### src/hw/rtl/nmea_sentence_field_parser_unit_macros.svh
// ============================================================================
// NMEA sentence field parser assertion macros
// Clocked assertion shorthands used by the parser RTL; define ASSERT_OFF to
// compile them out.
// ============================================================================
`ifndef NMEA_SENTENCE_FIELD_PARSER_UNIT_MACROS_SVH
`define NMEA_SENTENCE_FIELD_PARSER_UNIT_MACROS_SVH

`ifndef ASSERT_OFF
// condition must hold at every clock edge out of reset
`define NSFP_ASSERT(label, cond, msg) \
    label: assert property (@(posedge clk) disable iff (!rst_n) (cond)) else $error(msg);
// consequent must hold in the cycle after the antecedent
`define NSFP_ASSERT_NEXT(label, ante, cons, msg) \
    label: assert property (@(posedge clk) disable iff (!rst_n) (ante) |=> (cons)) \
        else $error(msg);
`else
`define NSFP_ASSERT(label, cond, msg)
`define NSFP_ASSERT_NEXT(label, ante, cons, msg)
`endif

`endif

### src/hw/rtl/nsfp_pkg.sv
// ============================================================================
// NMEA sentence field parser package
// Character codes, header names, field positions, limits and helper
// functions shared by the parser RTL.
// ============================================================================
package nsfp_pkg;

    localparam logic [7:0]  SENTENCE_MAX = 8'd128;
    localparam logic [7:0]  HDR_LEN      = 8'd6;
    localparam logic [4:0]  COMMA_SAT    = 5'd31;
    localparam logic [2:0]  FRAC_STOP    = 3'd7;
    localparam logic [31:0] ACC_MAX      = 32'hFFFF_FFFF;
    localparam logic [31:0] LETTER_MORE  = 32'h0000_0200;

    localparam logic [47:0] HDR_RMC = 48'h2447_5052_4D43;
    localparam logic [47:0] HDR_GGA = 48'h2447_5047_4741;
    localparam logic [47:0] HDR_GSV = 48'h2447_5047_5356;
    localparam logic [47:0] HDR_GSA = 48'h2447_5047_5341;

    localparam logic [7:0] CH_NL    = 8'h0A;
    localparam logic [7:0] CH_COMMA = 8'h2C;
    localparam logic [7:0] CH_DOT   = 8'h2E;
    localparam logic [7:0] CH_MINUS = 8'h2D;
    localparam logic [7:0] CH_PLUS  = 8'h2B;
    localparam logic [7:0] CH_ZERO  = 8'h30;
    localparam logic [7:0] CH_NINE  = 8'h39;
    localparam logic [7:0] CH_ONE   = 8'h31;
    localparam logic [7:0] CH_N     = 8'h4E;
    localparam logic [7:0] CH_S     = 8'h53;
    localparam logic [7:0] CH_E     = 8'h45;
    localparam logic [7:0] CH_W     = 8'h57;

    // field positions (comma index) inside a sentence
    localparam logic [4:0] IDX_TIME = 5'd1;
    localparam logic [4:0] IDX_LAT  = 5'd3;
    localparam logic [4:0] IDX_LATH = 5'd4;
    localparam logic [4:0] IDX_LON  = 5'd5;
    localparam logic [4:0] IDX_LONH = 5'd6;
    localparam logic [4:0] IDX_FIX  = 5'd6;
    localparam logic [4:0] IDX_SATS = 5'd7;
    localparam logic [4:0] IDX_ALT  = 5'd9;

    localparam logic [31:0] TIME_MAX   = 32'd23595999;
    localparam logic [31:0] LAT_MAX    = 32'd90000000;
    localparam logic [31:0] LON_MAX    = 32'd180000000;
    localparam logic [31:0] SATS_MAX   = 32'd99;
    localparam logic [31:0] ALT_HI_MAG = 32'd1000000;
    localparam logic [31:0] ALT_LO_MAG = 32'd100000;
    localparam logic signed [20:0] ALT_HI = 21'sd1000000;
    localparam logic signed [20:0] ALT_LO = -21'sd100000;

    localparam logic [1:0] HEMI_NONE = 2'd0;
    localparam logic [1:0] HEMI_POS  = 2'd1;
    localparam logic [1:0] HEMI_NEG  = 2'd2;

    typedef enum logic [1:0] {
        KIND_OTHER,
        KIND_RMC,
        KIND_GGA,
        KIND_GSX
    } kind_t;

    typedef enum logic [3:0] {
        ROLE_NONE,
        ROLE_TIME,
        ROLE_LAT,
        ROLE_LATH,
        ROLE_LON,
        ROLE_LONH,
        ROLE_FIX,
        ROLE_SATS,
        ROLE_ALT
    } role_t;

    function automatic kind_t kind_of(input logic [47:0] hdr);
        kind_t k;
        if (hdr == HDR_RMC) k = KIND_RMC;
        else if (hdr == HDR_GGA) k = KIND_GGA;
        else if (hdr == HDR_GSV || hdr == HDR_GSA) k = KIND_GSX;
        else k = KIND_OTHER;
        return k;
    endfunction

    function automatic role_t role_of(input kind_t kind, input logic [4:0] idx);
        role_t r;
        r = ROLE_NONE;
        if (kind == KIND_RMC) begin
            if (idx == IDX_TIME) r = ROLE_TIME;
            else if (idx == IDX_LAT) r = ROLE_LAT;
            else if (idx == IDX_LATH) r = ROLE_LATH;
            else if (idx == IDX_LON) r = ROLE_LON;
            else if (idx == IDX_LONH) r = ROLE_LONH;
        end
        else if (kind == KIND_GGA) begin
            if (idx == IDX_FIX) r = ROLE_FIX;
            else if (idx == IDX_SATS) r = ROLE_SATS;
            else if (idx == IDX_ALT) r = ROLE_ALT;
        end
        return r;
    endfunction

    // fraction digits kept for a numeric field
    function automatic logic [2:0] scale_of(input role_t role);
        logic [2:0] s;
        unique case (role)
            ROLE_TIME:          s = 3'd2;
            ROLE_LAT, ROLE_LON: s = 3'd4;
            ROLE_ALT:           s = 3'd1;
            default:            s = 3'd0;
        endcase
        return s;
    endfunction

    function automatic logic [13:0] pow10(input logic [2:0] k);
        logic [13:0] p;
        unique case (k)
            3'd0:    p = 14'd1;
            3'd1:    p = 14'd10;
            3'd2:    p = 14'd100;
            3'd3:    p = 14'd1000;
            default: p = 14'd10000;
        endcase
        return p;
    endfunction

endpackage

### src/hw/rtl/nmea_sentence_field_parser_unit.sv
// ============================================================================
// NMEA sentence field parser
// Frames received characters into NMEA lines, decodes RMC and GGA fields to
// fixed point and emits one status item per line.
// ============================================================================
// Input channel: in_valid/in_ready carry one received character (rx_byte).
// A line ends at a newline, or at the first character that arrives after
// SENTENCE_MAX characters were taken; that character is dropped.
// Output channel: out_valid/out_ready carry one status item per line with
// the sentence kind and the latest time, position, fix, satellite and
// altitude values, plus pair_complete (RMC and GGA-class both seen since the
// last pair, after which both marks clear).
// Throughput: one character per cycle while no line end is held. Each
// character sits in an input register, then a single pass of field logic
// (one 32x14 multiply for decimal scaling) updates the stores and the output
// register; a line end leaving the input register loads the status item.
// Stall: while a status item waits, plain characters keep flowing; a line
// end is held in the input register until the output register frees up.
// Reset: all stores, counters and marks clear; both channels go idle.
// ============================================================================
`include "nmea_sentence_field_parser_unit_macros.svh"

module nmea_sentence_field_parser_unit
(
    input  logic               clk,
    input  logic               rst_n,
    input  logic               in_valid,
    output logic               in_ready,
    input  logic [7:0]         rx_byte,
    output logic               out_valid,
    input  logic               out_ready,
    output logic [1:0]         sentence_kind,
    output logic [26:0]        latitude,
    output logic [1:0]         lat_hemisphere,
    output logic [27:0]        longitude,
    output logic [1:0]         lon_hemisphere,
    output logic [24:0]        utc_time,
    output logic               fix_seen,
    output logic [6:0]         sats_tracked,
    output logic signed [20:0] altitude_tenths,
    output logic               pair_complete
);

    // input register
    logic        in_valid_reg;
    logic [7:0]  byte_reg;

    // line and field state
    logic [47:0] header_reg, header_next;
    logic [7:0]  char_count_reg, char_count_next;
    logic [4:0]  comma_count_reg, comma_count_next;
    logic [2:0]  frac_reg, frac_next;
    logic        point_reg, point_next;
    logic        minus_reg, minus_next;
    logic [31:0] accum_reg, accum_next;

    // stores
    logic [26:0]        lat_reg, lat_next;
    logic [27:0]        lon_reg, lon_next;
    logic [1:0]         lat_hemi_reg, lat_hemi_next;
    logic [1:0]         lon_hemi_reg, lon_hemi_next;
    logic [24:0]        time_reg, time_next;
    logic signed [20:0] alt_reg, alt_next;
    logic [6:0]         sats_reg, sats_next;
    logic               fix_reg, fix_next;
    logic               rmc_seen_reg, rmc_seen_next;
    logic               gga_seen_reg, gga_seen_next;

    // output register
    logic               out_valid_reg;
    logic [1:0]         out_kind_reg;
    logic [26:0]        out_lat_reg;
    logic [1:0]         out_lat_hemi_reg;
    logic [27:0]        out_lon_reg;
    logic [1:0]         out_lon_hemi_reg;
    logic [24:0]        out_time_reg;
    logic               out_fix_reg;
    logic [6:0]         out_sats_reg;
    logic signed [20:0] out_alt_reg;
    logic               out_pair_reg;

    // control
    logic               is_eol, is_comma, is_digit;
    logic               proc_go;
    logic               do_line, do_comma, do_hdr, do_feed, do_end, do_commit;
    logic               hdr_bad;
    nsfp_pkg::kind_t    kind;
    nsfp_pkg::role_t    role;
    logic [2:0]         scale, frac_eff, shift_k;
    logic               letter_role;

    // datapath
    logic [45:0]        prod;
    logic [31:0]        norm_val;
    logic [35:0]        mac_sum;
    logic [31:0]        mac_val;
    logic [3:0]         digit;
    logic               neg;
    logic [24:0]        time_val;
    logic [26:0]        lat_val;
    logic [27:0]        lon_val;
    logic [6:0]         sats_val;
    logic signed [20:0] alt_val;
    logic [1:0]         lat_code, lon_code;
    logic               fix_hit;
    logic               rmc_now, gga_now, pair;

    assign is_eol   = (byte_reg == nsfp_pkg::CH_NL) || (char_count_reg >= nsfp_pkg::SENTENCE_MAX);
    assign is_comma = (byte_reg == nsfp_pkg::CH_COMMA);
    assign is_digit = (byte_reg >= nsfp_pkg::CH_ZERO) && (byte_reg <= nsfp_pkg::CH_NINE);

    // a line end needs the output register, other characters never wait
    assign proc_go  = in_valid_reg && (!is_eol || !out_valid_reg || out_ready);
    assign in_ready = !in_valid_reg || proc_go;

    assign do_line   = proc_go && !is_eol;
    assign do_comma  = do_line && is_comma;
    assign do_hdr    = do_line && !is_comma && (comma_count_reg == 5'd0);
    assign do_feed   = do_line && !is_comma && (comma_count_reg != 5'd0);
    assign do_end    = proc_go && is_eol;
    assign do_commit = do_comma || do_end;

    // header counts only if exactly six characters came before the first comma
    assign hdr_bad     = (comma_count_reg == 5'd0) && (char_count_reg != nsfp_pkg::HDR_LEN);
    assign kind        = nsfp_pkg::kind_of(hdr_bad ? 48'd0 : header_reg);
    assign role        = nsfp_pkg::role_of(kind, comma_count_reg);
    assign scale       = nsfp_pkg::scale_of(role);
    assign letter_role = (role == nsfp_pkg::ROLE_LATH) || (role == nsfp_pkg::ROLE_LONH)
                         || (role == nsfp_pkg::ROLE_FIX);

    // scale the mantissa up to the field's fraction digits, saturating
    assign frac_eff = point_reg ? frac_reg : 3'd0;
    assign shift_k  = (frac_eff >= scale) ? 3'd0 : 3'(scale - frac_eff);
    assign prod     = accum_reg * nsfp_pkg::pow10(shift_k);
    assign norm_val = (frac_reg == nsfp_pkg::FRAC_STOP) ? accum_reg
                    : ((|prod[45:32]) ? nsfp_pkg::ACC_MAX : prod[31:0]);

    // one decimal digit into the accumulator, saturating
    assign digit   = 4'(byte_reg - nsfp_pkg::CH_ZERO);
    assign mac_sum = {1'b0, accum_reg, 3'b000} + {3'b000, accum_reg, 1'b0} + {32'd0, digit};
    assign mac_val = (|mac_sum[35:32]) ? nsfp_pkg::ACC_MAX : mac_sum[31:0];

    // clamp committed numbers to their field ranges
    assign neg      = minus_reg && (norm_val != 32'd0);
    assign time_val = neg ? 25'd0
                    : ((norm_val > nsfp_pkg::TIME_MAX) ? nsfp_pkg::TIME_MAX[24:0] : norm_val[24:0]);
    assign lat_val  = neg ? 27'd0
                    : ((norm_val > nsfp_pkg::LAT_MAX) ? nsfp_pkg::LAT_MAX[26:0] : norm_val[26:0]);
    assign lon_val  = neg ? 28'd0
                    : ((norm_val > nsfp_pkg::LON_MAX) ? nsfp_pkg::LON_MAX[27:0] : norm_val[27:0]);
    assign sats_val = neg ? 7'd0
                    : ((norm_val > nsfp_pkg::SATS_MAX) ? nsfp_pkg::SATS_MAX[6:0] : norm_val[6:0]);

    always_comb
    begin
        if (minus_reg) begin
            if (norm_val > nsfp_pkg::ALT_LO_MAG)
                alt_val = nsfp_pkg::ALT_LO;
            else
                alt_val = -$signed({1'b0, norm_val[19:0]});
        end
        else begin
            if (norm_val > nsfp_pkg::ALT_HI_MAG)
                alt_val = nsfp_pkg::ALT_HI;
            else
                alt_val = $signed({1'b0, norm_val[19:0]});
        end
    end

    always_comb
    begin
        if (accum_reg == {23'd0, 1'b1, nsfp_pkg::CH_N})
            lat_code = nsfp_pkg::HEMI_POS;
        else if (accum_reg == {23'd0, 1'b1, nsfp_pkg::CH_S})
            lat_code = nsfp_pkg::HEMI_NEG;
        else
            lat_code = nsfp_pkg::HEMI_NONE;

        if (accum_reg == {23'd0, 1'b1, nsfp_pkg::CH_E})
            lon_code = nsfp_pkg::HEMI_POS;
        else if (accum_reg == {23'd0, 1'b1, nsfp_pkg::CH_W})
            lon_code = nsfp_pkg::HEMI_NEG;
        else
            lon_code = nsfp_pkg::HEMI_NONE;
    end

    assign fix_hit = (accum_reg == {23'd0, 1'b1, nsfp_pkg::CH_ONE});

    // field accumulator
    always_comb
    begin
        accum_next = accum_reg;
        frac_next  = frac_reg;
        point_next = point_reg;
        minus_next = minus_reg;
        if (do_commit) begin
            accum_next = 32'd0;
            frac_next  = 3'd0;
            point_next = 1'b0;
            minus_next = 1'b0;
        end
        else if (do_feed && letter_role) begin
            // remember a lone first character, mark anything longer
            accum_next = (accum_reg == 32'd0) ? {23'd0, 1'b1, byte_reg} : nsfp_pkg::LETTER_MORE;
        end
        else if (do_feed && (role != nsfp_pkg::ROLE_NONE)
                 && (frac_reg != nsfp_pkg::FRAC_STOP)) begin
            priority if (is_digit) begin
                if (!point_reg) begin
                    accum_next = mac_val;
                    frac_next  = 3'd1;
                end
                else if (frac_reg < scale) begin
                    accum_next = mac_val;
                    frac_next  = frac_reg + 3'd1;
                end
            end
            else if (byte_reg == nsfp_pkg::CH_DOT && !point_reg) begin
                point_next = 1'b1;
                frac_next  = 3'd0;
            end
            else if ((byte_reg == nsfp_pkg::CH_MINUS || byte_reg == nsfp_pkg::CH_PLUS)
                     && !point_reg && frac_reg == 3'd0 && !minus_reg) begin
                if (byte_reg == nsfp_pkg::CH_MINUS)
                    minus_next = 1'b1;
                else
                    frac_next = 3'd1;
            end
            else begin
                // any other character finishes the number
                accum_next = norm_val;
                frac_next  = nsfp_pkg::FRAC_STOP;
            end
        end
    end

    // stores: commit the current field; at the end of an RMC or GGA line also zero its missing fields, fix apart
    always_comb
    begin
        time_next     = time_reg;
        lat_next      = lat_reg;
        lon_next      = lon_reg;
        lat_hemi_next = lat_hemi_reg;
        lon_hemi_next = lon_hemi_reg;
        sats_next     = sats_reg;
        alt_next      = alt_reg;
        fix_next      = fix_reg;
        if (do_commit) begin
            unique case (role)
                nsfp_pkg::ROLE_TIME: time_next = time_val;
                nsfp_pkg::ROLE_LAT:  lat_next = lat_val;
                nsfp_pkg::ROLE_LON:  lon_next = lon_val;
                nsfp_pkg::ROLE_LATH: lat_hemi_next = lat_code;
                nsfp_pkg::ROLE_LONH: lon_hemi_next = lon_code;
                nsfp_pkg::ROLE_SATS: sats_next = sats_val;
                nsfp_pkg::ROLE_ALT:  alt_next = alt_val;
                nsfp_pkg::ROLE_FIX:  fix_next = fix_reg | fix_hit;
                default:             ;
            endcase
        end
        if (do_end && kind == nsfp_pkg::KIND_RMC) begin
            if (comma_count_reg < nsfp_pkg::IDX_TIME) time_next = 25'd0;
            if (comma_count_reg < nsfp_pkg::IDX_LAT)  lat_next = 27'd0;
            if (comma_count_reg < nsfp_pkg::IDX_LATH) lat_hemi_next = nsfp_pkg::HEMI_NONE;
            if (comma_count_reg < nsfp_pkg::IDX_LON)  lon_next = 28'd0;
            if (comma_count_reg < nsfp_pkg::IDX_LONH) lon_hemi_next = nsfp_pkg::HEMI_NONE;
        end
        if (do_end && kind == nsfp_pkg::KIND_GGA) begin
            if (comma_count_reg < nsfp_pkg::IDX_SATS) sats_next = 7'd0;
            if (comma_count_reg < nsfp_pkg::IDX_ALT)  alt_next = 21'sd0;
        end
    end

    // line framing and received marks
    always_comb
    begin
        header_next      = header_reg;
        char_count_next  = char_count_reg;
        comma_count_next = comma_count_reg;
        if (do_line)
            char_count_next = char_count_reg + 8'd1;
        if (do_hdr)
            header_next = {header_reg[39:0], byte_reg};
        if (do_comma && hdr_bad)
            header_next = 48'd0;
        if (do_comma && comma_count_reg != nsfp_pkg::COMMA_SAT)
            comma_count_next = comma_count_reg + 5'd1;
        if (do_end) begin
            header_next      = 48'd0;
            char_count_next  = 8'd0;
            comma_count_next = 5'd0;
        end
    end

    assign rmc_now = rmc_seen_reg || (kind == nsfp_pkg::KIND_RMC);
    assign gga_now = gga_seen_reg || (kind == nsfp_pkg::KIND_GGA) || (kind == nsfp_pkg::KIND_GSX);
    assign pair    = rmc_now && gga_now;

    always_comb
    begin
        rmc_seen_next = rmc_seen_reg;
        gga_seen_next = gga_seen_reg;
        if (do_end) begin
            rmc_seen_next = rmc_now && !pair;
            gga_seen_next = gga_now && !pair;
        end
    end

    always_ff @(posedge clk or negedge rst_n)
    begin
        if (!rst_n) begin
            in_valid_reg    <= 1'b0;
            out_valid_reg   <= 1'b0;
            header_reg      <= 48'd0;
            char_count_reg  <= 8'd0;
            comma_count_reg <= 5'd0;
            frac_reg        <= 3'd0;
            point_reg       <= 1'b0;
            minus_reg       <= 1'b0;
            accum_reg       <= 32'd0;
            lat_reg         <= 27'd0;
            lon_reg         <= 28'd0;
            lat_hemi_reg    <= nsfp_pkg::HEMI_NONE;
            lon_hemi_reg    <= nsfp_pkg::HEMI_NONE;
            time_reg        <= 25'd0;
            alt_reg         <= 21'sd0;
            sats_reg        <= 7'd0;
            fix_reg         <= 1'b0;
            rmc_seen_reg    <= 1'b0;
            gga_seen_reg    <= 1'b0;
        end
        else begin
            if (in_ready)
                in_valid_reg <= in_valid;
            if (do_end)
                out_valid_reg <= 1'b1;
            else if (out_ready)
                out_valid_reg <= 1'b0;
            header_reg      <= header_next;
            char_count_reg  <= char_count_next;
            comma_count_reg <= comma_count_next;
            frac_reg        <= frac_next;
            point_reg       <= point_next;
            minus_reg       <= minus_next;
            accum_reg       <= accum_next;
            lat_reg         <= lat_next;
            lon_reg         <= lon_next;
            lat_hemi_reg    <= lat_hemi_next;
            lon_hemi_reg    <= lon_hemi_next;
            time_reg        <= time_next;
            alt_reg         <= alt_next;
            sats_reg        <= sats_next;
            fix_reg         <= fix_next;
            rmc_seen_reg    <= rmc_seen_next;
            gga_seen_reg    <= gga_seen_next;
        end
    end

    // payload registers
    always_ff @(posedge clk)
    begin
        if (in_ready && in_valid)
            byte_reg <= rx_byte;
        if (do_end) begin
            out_kind_reg     <= 2'(kind);
            out_lat_reg      <= lat_next;
            out_lat_hemi_reg <= lat_hemi_next;
            out_lon_reg      <= lon_next;
            out_lon_hemi_reg <= lon_hemi_next;
            out_time_reg     <= time_next;
            out_fix_reg      <= fix_next;
            out_sats_reg     <= sats_next;
            out_alt_reg      <= alt_next;
            out_pair_reg     <= pair;
        end
    end

    assign out_valid       = out_valid_reg;
    assign sentence_kind   = out_kind_reg;
    assign latitude        = out_lat_reg;
    assign lat_hemisphere  = out_lat_hemi_reg;
    assign longitude       = out_lon_reg;
    assign lon_hemisphere  = out_lon_hemi_reg;
    assign utc_time        = out_time_reg;
    assign fix_seen        = out_fix_reg;
    assign sats_tracked    = out_sats_reg;
    assign altitude_tenths = out_alt_reg;
    assign pair_complete   = out_pair_reg;

    `NSFP_ASSERT(a_count_bound, char_count_reg <= nsfp_pkg::SENTENCE_MAX, "line count past limit")
    `NSFP_ASSERT(a_commas_in_line, comma_count_reg <= char_count_reg, "more commas than characters")
    `NSFP_ASSERT(a_frac_range, frac_reg != 3'd5 && frac_reg != 3'd6, "fraction count out of range")
    `NSFP_ASSERT_NEXT(a_line_restart, do_end, char_count_reg == 8'd0 && comma_count_reg == 5'd0, "line state not cleared after line end")
    `NSFP_ASSERT(a_pair_clears, !(out_valid_reg && out_pair_reg) || (!rmc_seen_reg && !gga_seen_reg), "received marks left set after pair")

endmodule
### config.mk
export PLATFORM = sky130hd
export DESIGN_NAME = nmea_sentence_field_parser_unit
export DESIGN_NICKNAME = d
export VERILOG_FILES = /design/src/hw/rtl/nsfp_pkg.sv /design/src/hw/rtl/nmea_sentence_field_parser_unit.sv
export VERILOG_INCLUDE_DIRS = /design/src /design/src/hw/rtl
export SDC_FILE = /design/constraint.sdc
export NUM_CORES = 2
export LEC_CHECK = 0
export BUFFER_PORTS_ARGS = -buffer_cell sky130_fd_sc_hd__clkbuf_2
export CAP_MARGIN = 20
export CORE_MARGIN = 4
export CORE_UTILIZATION = 40
export DETAILED_ROUTE_END_ITERATION = 6
export SLEW_MARGIN = 20
export SYNTH_ARGS = -nofsm -noshare
export SYNTH_HDL_FRONTEND = slang
export SYNTH_SLANG_ARGS = --single-unit
### constraint.sdc
create_clock -name clk -period 21.3 [get_ports clk]
set_clock_uncertainty 0.05 [all_clocks]
set_input_delay 1.065 -clock clk [delete_from_list [all_inputs] [get_ports clk]]
set_output_delay 1.065 -clock clk [all_outputs]
set_load 0.005 [all_outputs]
==> out/qor.yml <==
outcome: "finished clean"
grt_pass1_vias: 24297
initial_core_util_pct: 40.47
synth-seq-cells: 339
post_drt_wl_per_cell_um: 20.98
gp_congestion: 0.9493
fin_crit_sh_pct: 77.87
end_kind: "register"
die-width_um: 282.7
ioPinCount: 130
path_buf_inv: 8
synth_edf_count: 124
largest_reg_flops: 48
tritoncts: "built"
hpwl_mm: 70.87
areaGrowthSynthToFinish_pct: 9.718
synth_nets: 3817
remaining_drc_errors: 0
yosysWarnings: 0
num_rows: 100
hold_class: "primary input to asynchronous set/reset pin"
dpl_worst_slack_ps: 5012
critPathLaunch: "comma_count_reg[0]"
r2r-end: "latitude[13]"
die_h_um: 282.7
finalHoldViolCount: 0
max_freq_mhz: 60.29
fillers: 7296
rrSetupSlack_ps: 4710
max_slew.worst_pin.slew_ps: 1190
cellLeakagePower_uw: 0.01625
crit_end: "latitude[13]"
clkTransAtPathRegs_ps: 60
crit_path_max_fanout: 41
slowest_stage: "and3_1"
dr.pass1.iters: 5
finalCriticalPeriod_ps: 16590
clock_latency_ps: 570
critPathTopFamily: "simple AND/OR/NAND/NOR gates"
coreArea_um2: 74570
portBuffers: 129
tns_ps: 0
track_usage_pct: 23.11
syn_avg_cell_area_um2: 9.159
synth_cell_types: 86
max_slew_margin_pct: 19.84
layout_common_cells: "nand2_1, inv_1, fa_1"
grt_start_max_net_pins: 90
dpl_cell_area_um2: 31950
ys_seq_area_share_pct: 30.16
diodes: 0
ys.flop_type: "dfrtp_1"
drt-initial-drc-count: 2040
rr_worst_depth: 48
dieArea_um2: 79910
rsz0062_at_grt: "no"
vias: 24198
post_cts_buffers: 0
synth_top_area_share_pct: 19.83
path_class: "register to register"
setup_viol: 0
routed_wl_mm: 91.64
cpPeakStageDelay_ps: 810
synthesis.area_um2: 30180
gr-total-overflow: 0
ant_nets: 0
h-tree-depth: 2
p_per_area_nw_per_um2: 89.14
synthArstFlopShare_pct: 63.42
critPathArrivalTime_ps: 16920
drive_gt1_share_pct: 8.561
synth_area_leaders: "fa_1, dfrtp_1, edfxtp_1, ha_1, nand2_1"
r2r_start: "comma_count_reg[0]"
tritoncts_num_sinks: 339
peakVddDrop_v: 0.00006938
final_common_cell: "nand2_1"
fin_cells: 4368
worst_setup_path_start_kind: "register"
crit_cells: 48
via_per_inst: 5.540
yosysTopAreaCell: "fa_1"
place_inst: 4302
cp.required_ps: 21640
ctsHoldBuffers: 0
cts_resized: 0
layout_setup_ws_ps: 4714
final_cell_area_um2: 33110
grt_antenna_before_repair: 1
syn_inst: 3295
numCtsBuffers: 36
cap_viol_max_count: 0
root_buffer: "clkbuf_16"
final_max_slew_viol_count: 0
num-nets-final: 3893
cts.path.max_buffers: 3
grt_pass1_wl_mm: 143.6
final cells by class:
cell class / instances / area, µm² / share of cell area (%)
Tap cell: 969 / 1212 / 3.661
Clock buffer: 47 / 972.2 / 2.936
Sequential cell: 339 / 9104 / 27.49
Inverter: 461 / 1733 / 5.233
Clock inverter: 19 / 186.4 / 0.5630
Multi-Input combinational cell: 2356 / 18890 / 57.03
Timing Repair Buffer: 177 / 1020 / 3.080
report_power, final:
part           leakage (µW)  internal (µW)  total (µW)  switching [µW]
clock network      0.000555            352         623             271
logic                0.0116            454        1390             934
registers           0.00407            767         941             174
per-stage QoR:
step	util (%)	power (µW)	hold WS (ps)
floorplan	-	1777	378.5
global placement	42.84	2291	396.2
detailed placement	42.84	2295	404.9
CTS	44.40	2925	419.2
global route	44.40	3120	435.8
finish	44.40	2952	406.8
cell usage after synthesis, drive strengths merged, types with 26 or more instances:
cell type,n
nand3,107
xor2,26
and2,88
inv,461
xnor2,45
clkbuf,117
o21ai,185
o31ai,28
a21o,38
nor4,29
o221ai,27
ha,211
nand4,31
and3,43
edfxtp,124
fa,299
nor2,199
nand2,468
nand2b,37
dfrtp,215
nor3,68
a21oi,148
worst min path at each step:
stage | from | to | slack (ps)
2_1_floorplan | fix_reg | fix_reg | 380
3_5_place_dp | lon_reg[22] | lon_reg[22] | 400
5_1_grt | lon_reg[9] | lon_reg[9] | 440
6_report | rst_n | lat_reg[13] | 410
3_3_place_gp | lon_reg[24] | lon_reg[24] | 400
4_1_cts | rst_n | lat_reg[13] | 420
logic make-up (layout without fill, tap and decap cells):
kind of cell	after synthesis	count (layout)	share of synthesized area (%)
AND/OR/NAND/NOR	1167	1167	18.48
XOR/XNOR	71	71	2.060
adder cells (fa/ha/maj)	510	510	28.58
multiplexers	13	13	0.4311
buffers and inverters	600	704	7.562
AO/OA/AOI/OAI	595	595	12.72
flip-flops	339	339	30.16
layer usage:
metal	vias up	GRT usage, %	part of all wire [%]
li1	11215	-	-
met1	11895	34.14	45
met2	949	35.43	44
met3	139	4.350	8.3
met4	0	5.338	2.2
met5	-	0	0
Note: power is estimated with default switching activity, not from simulation.
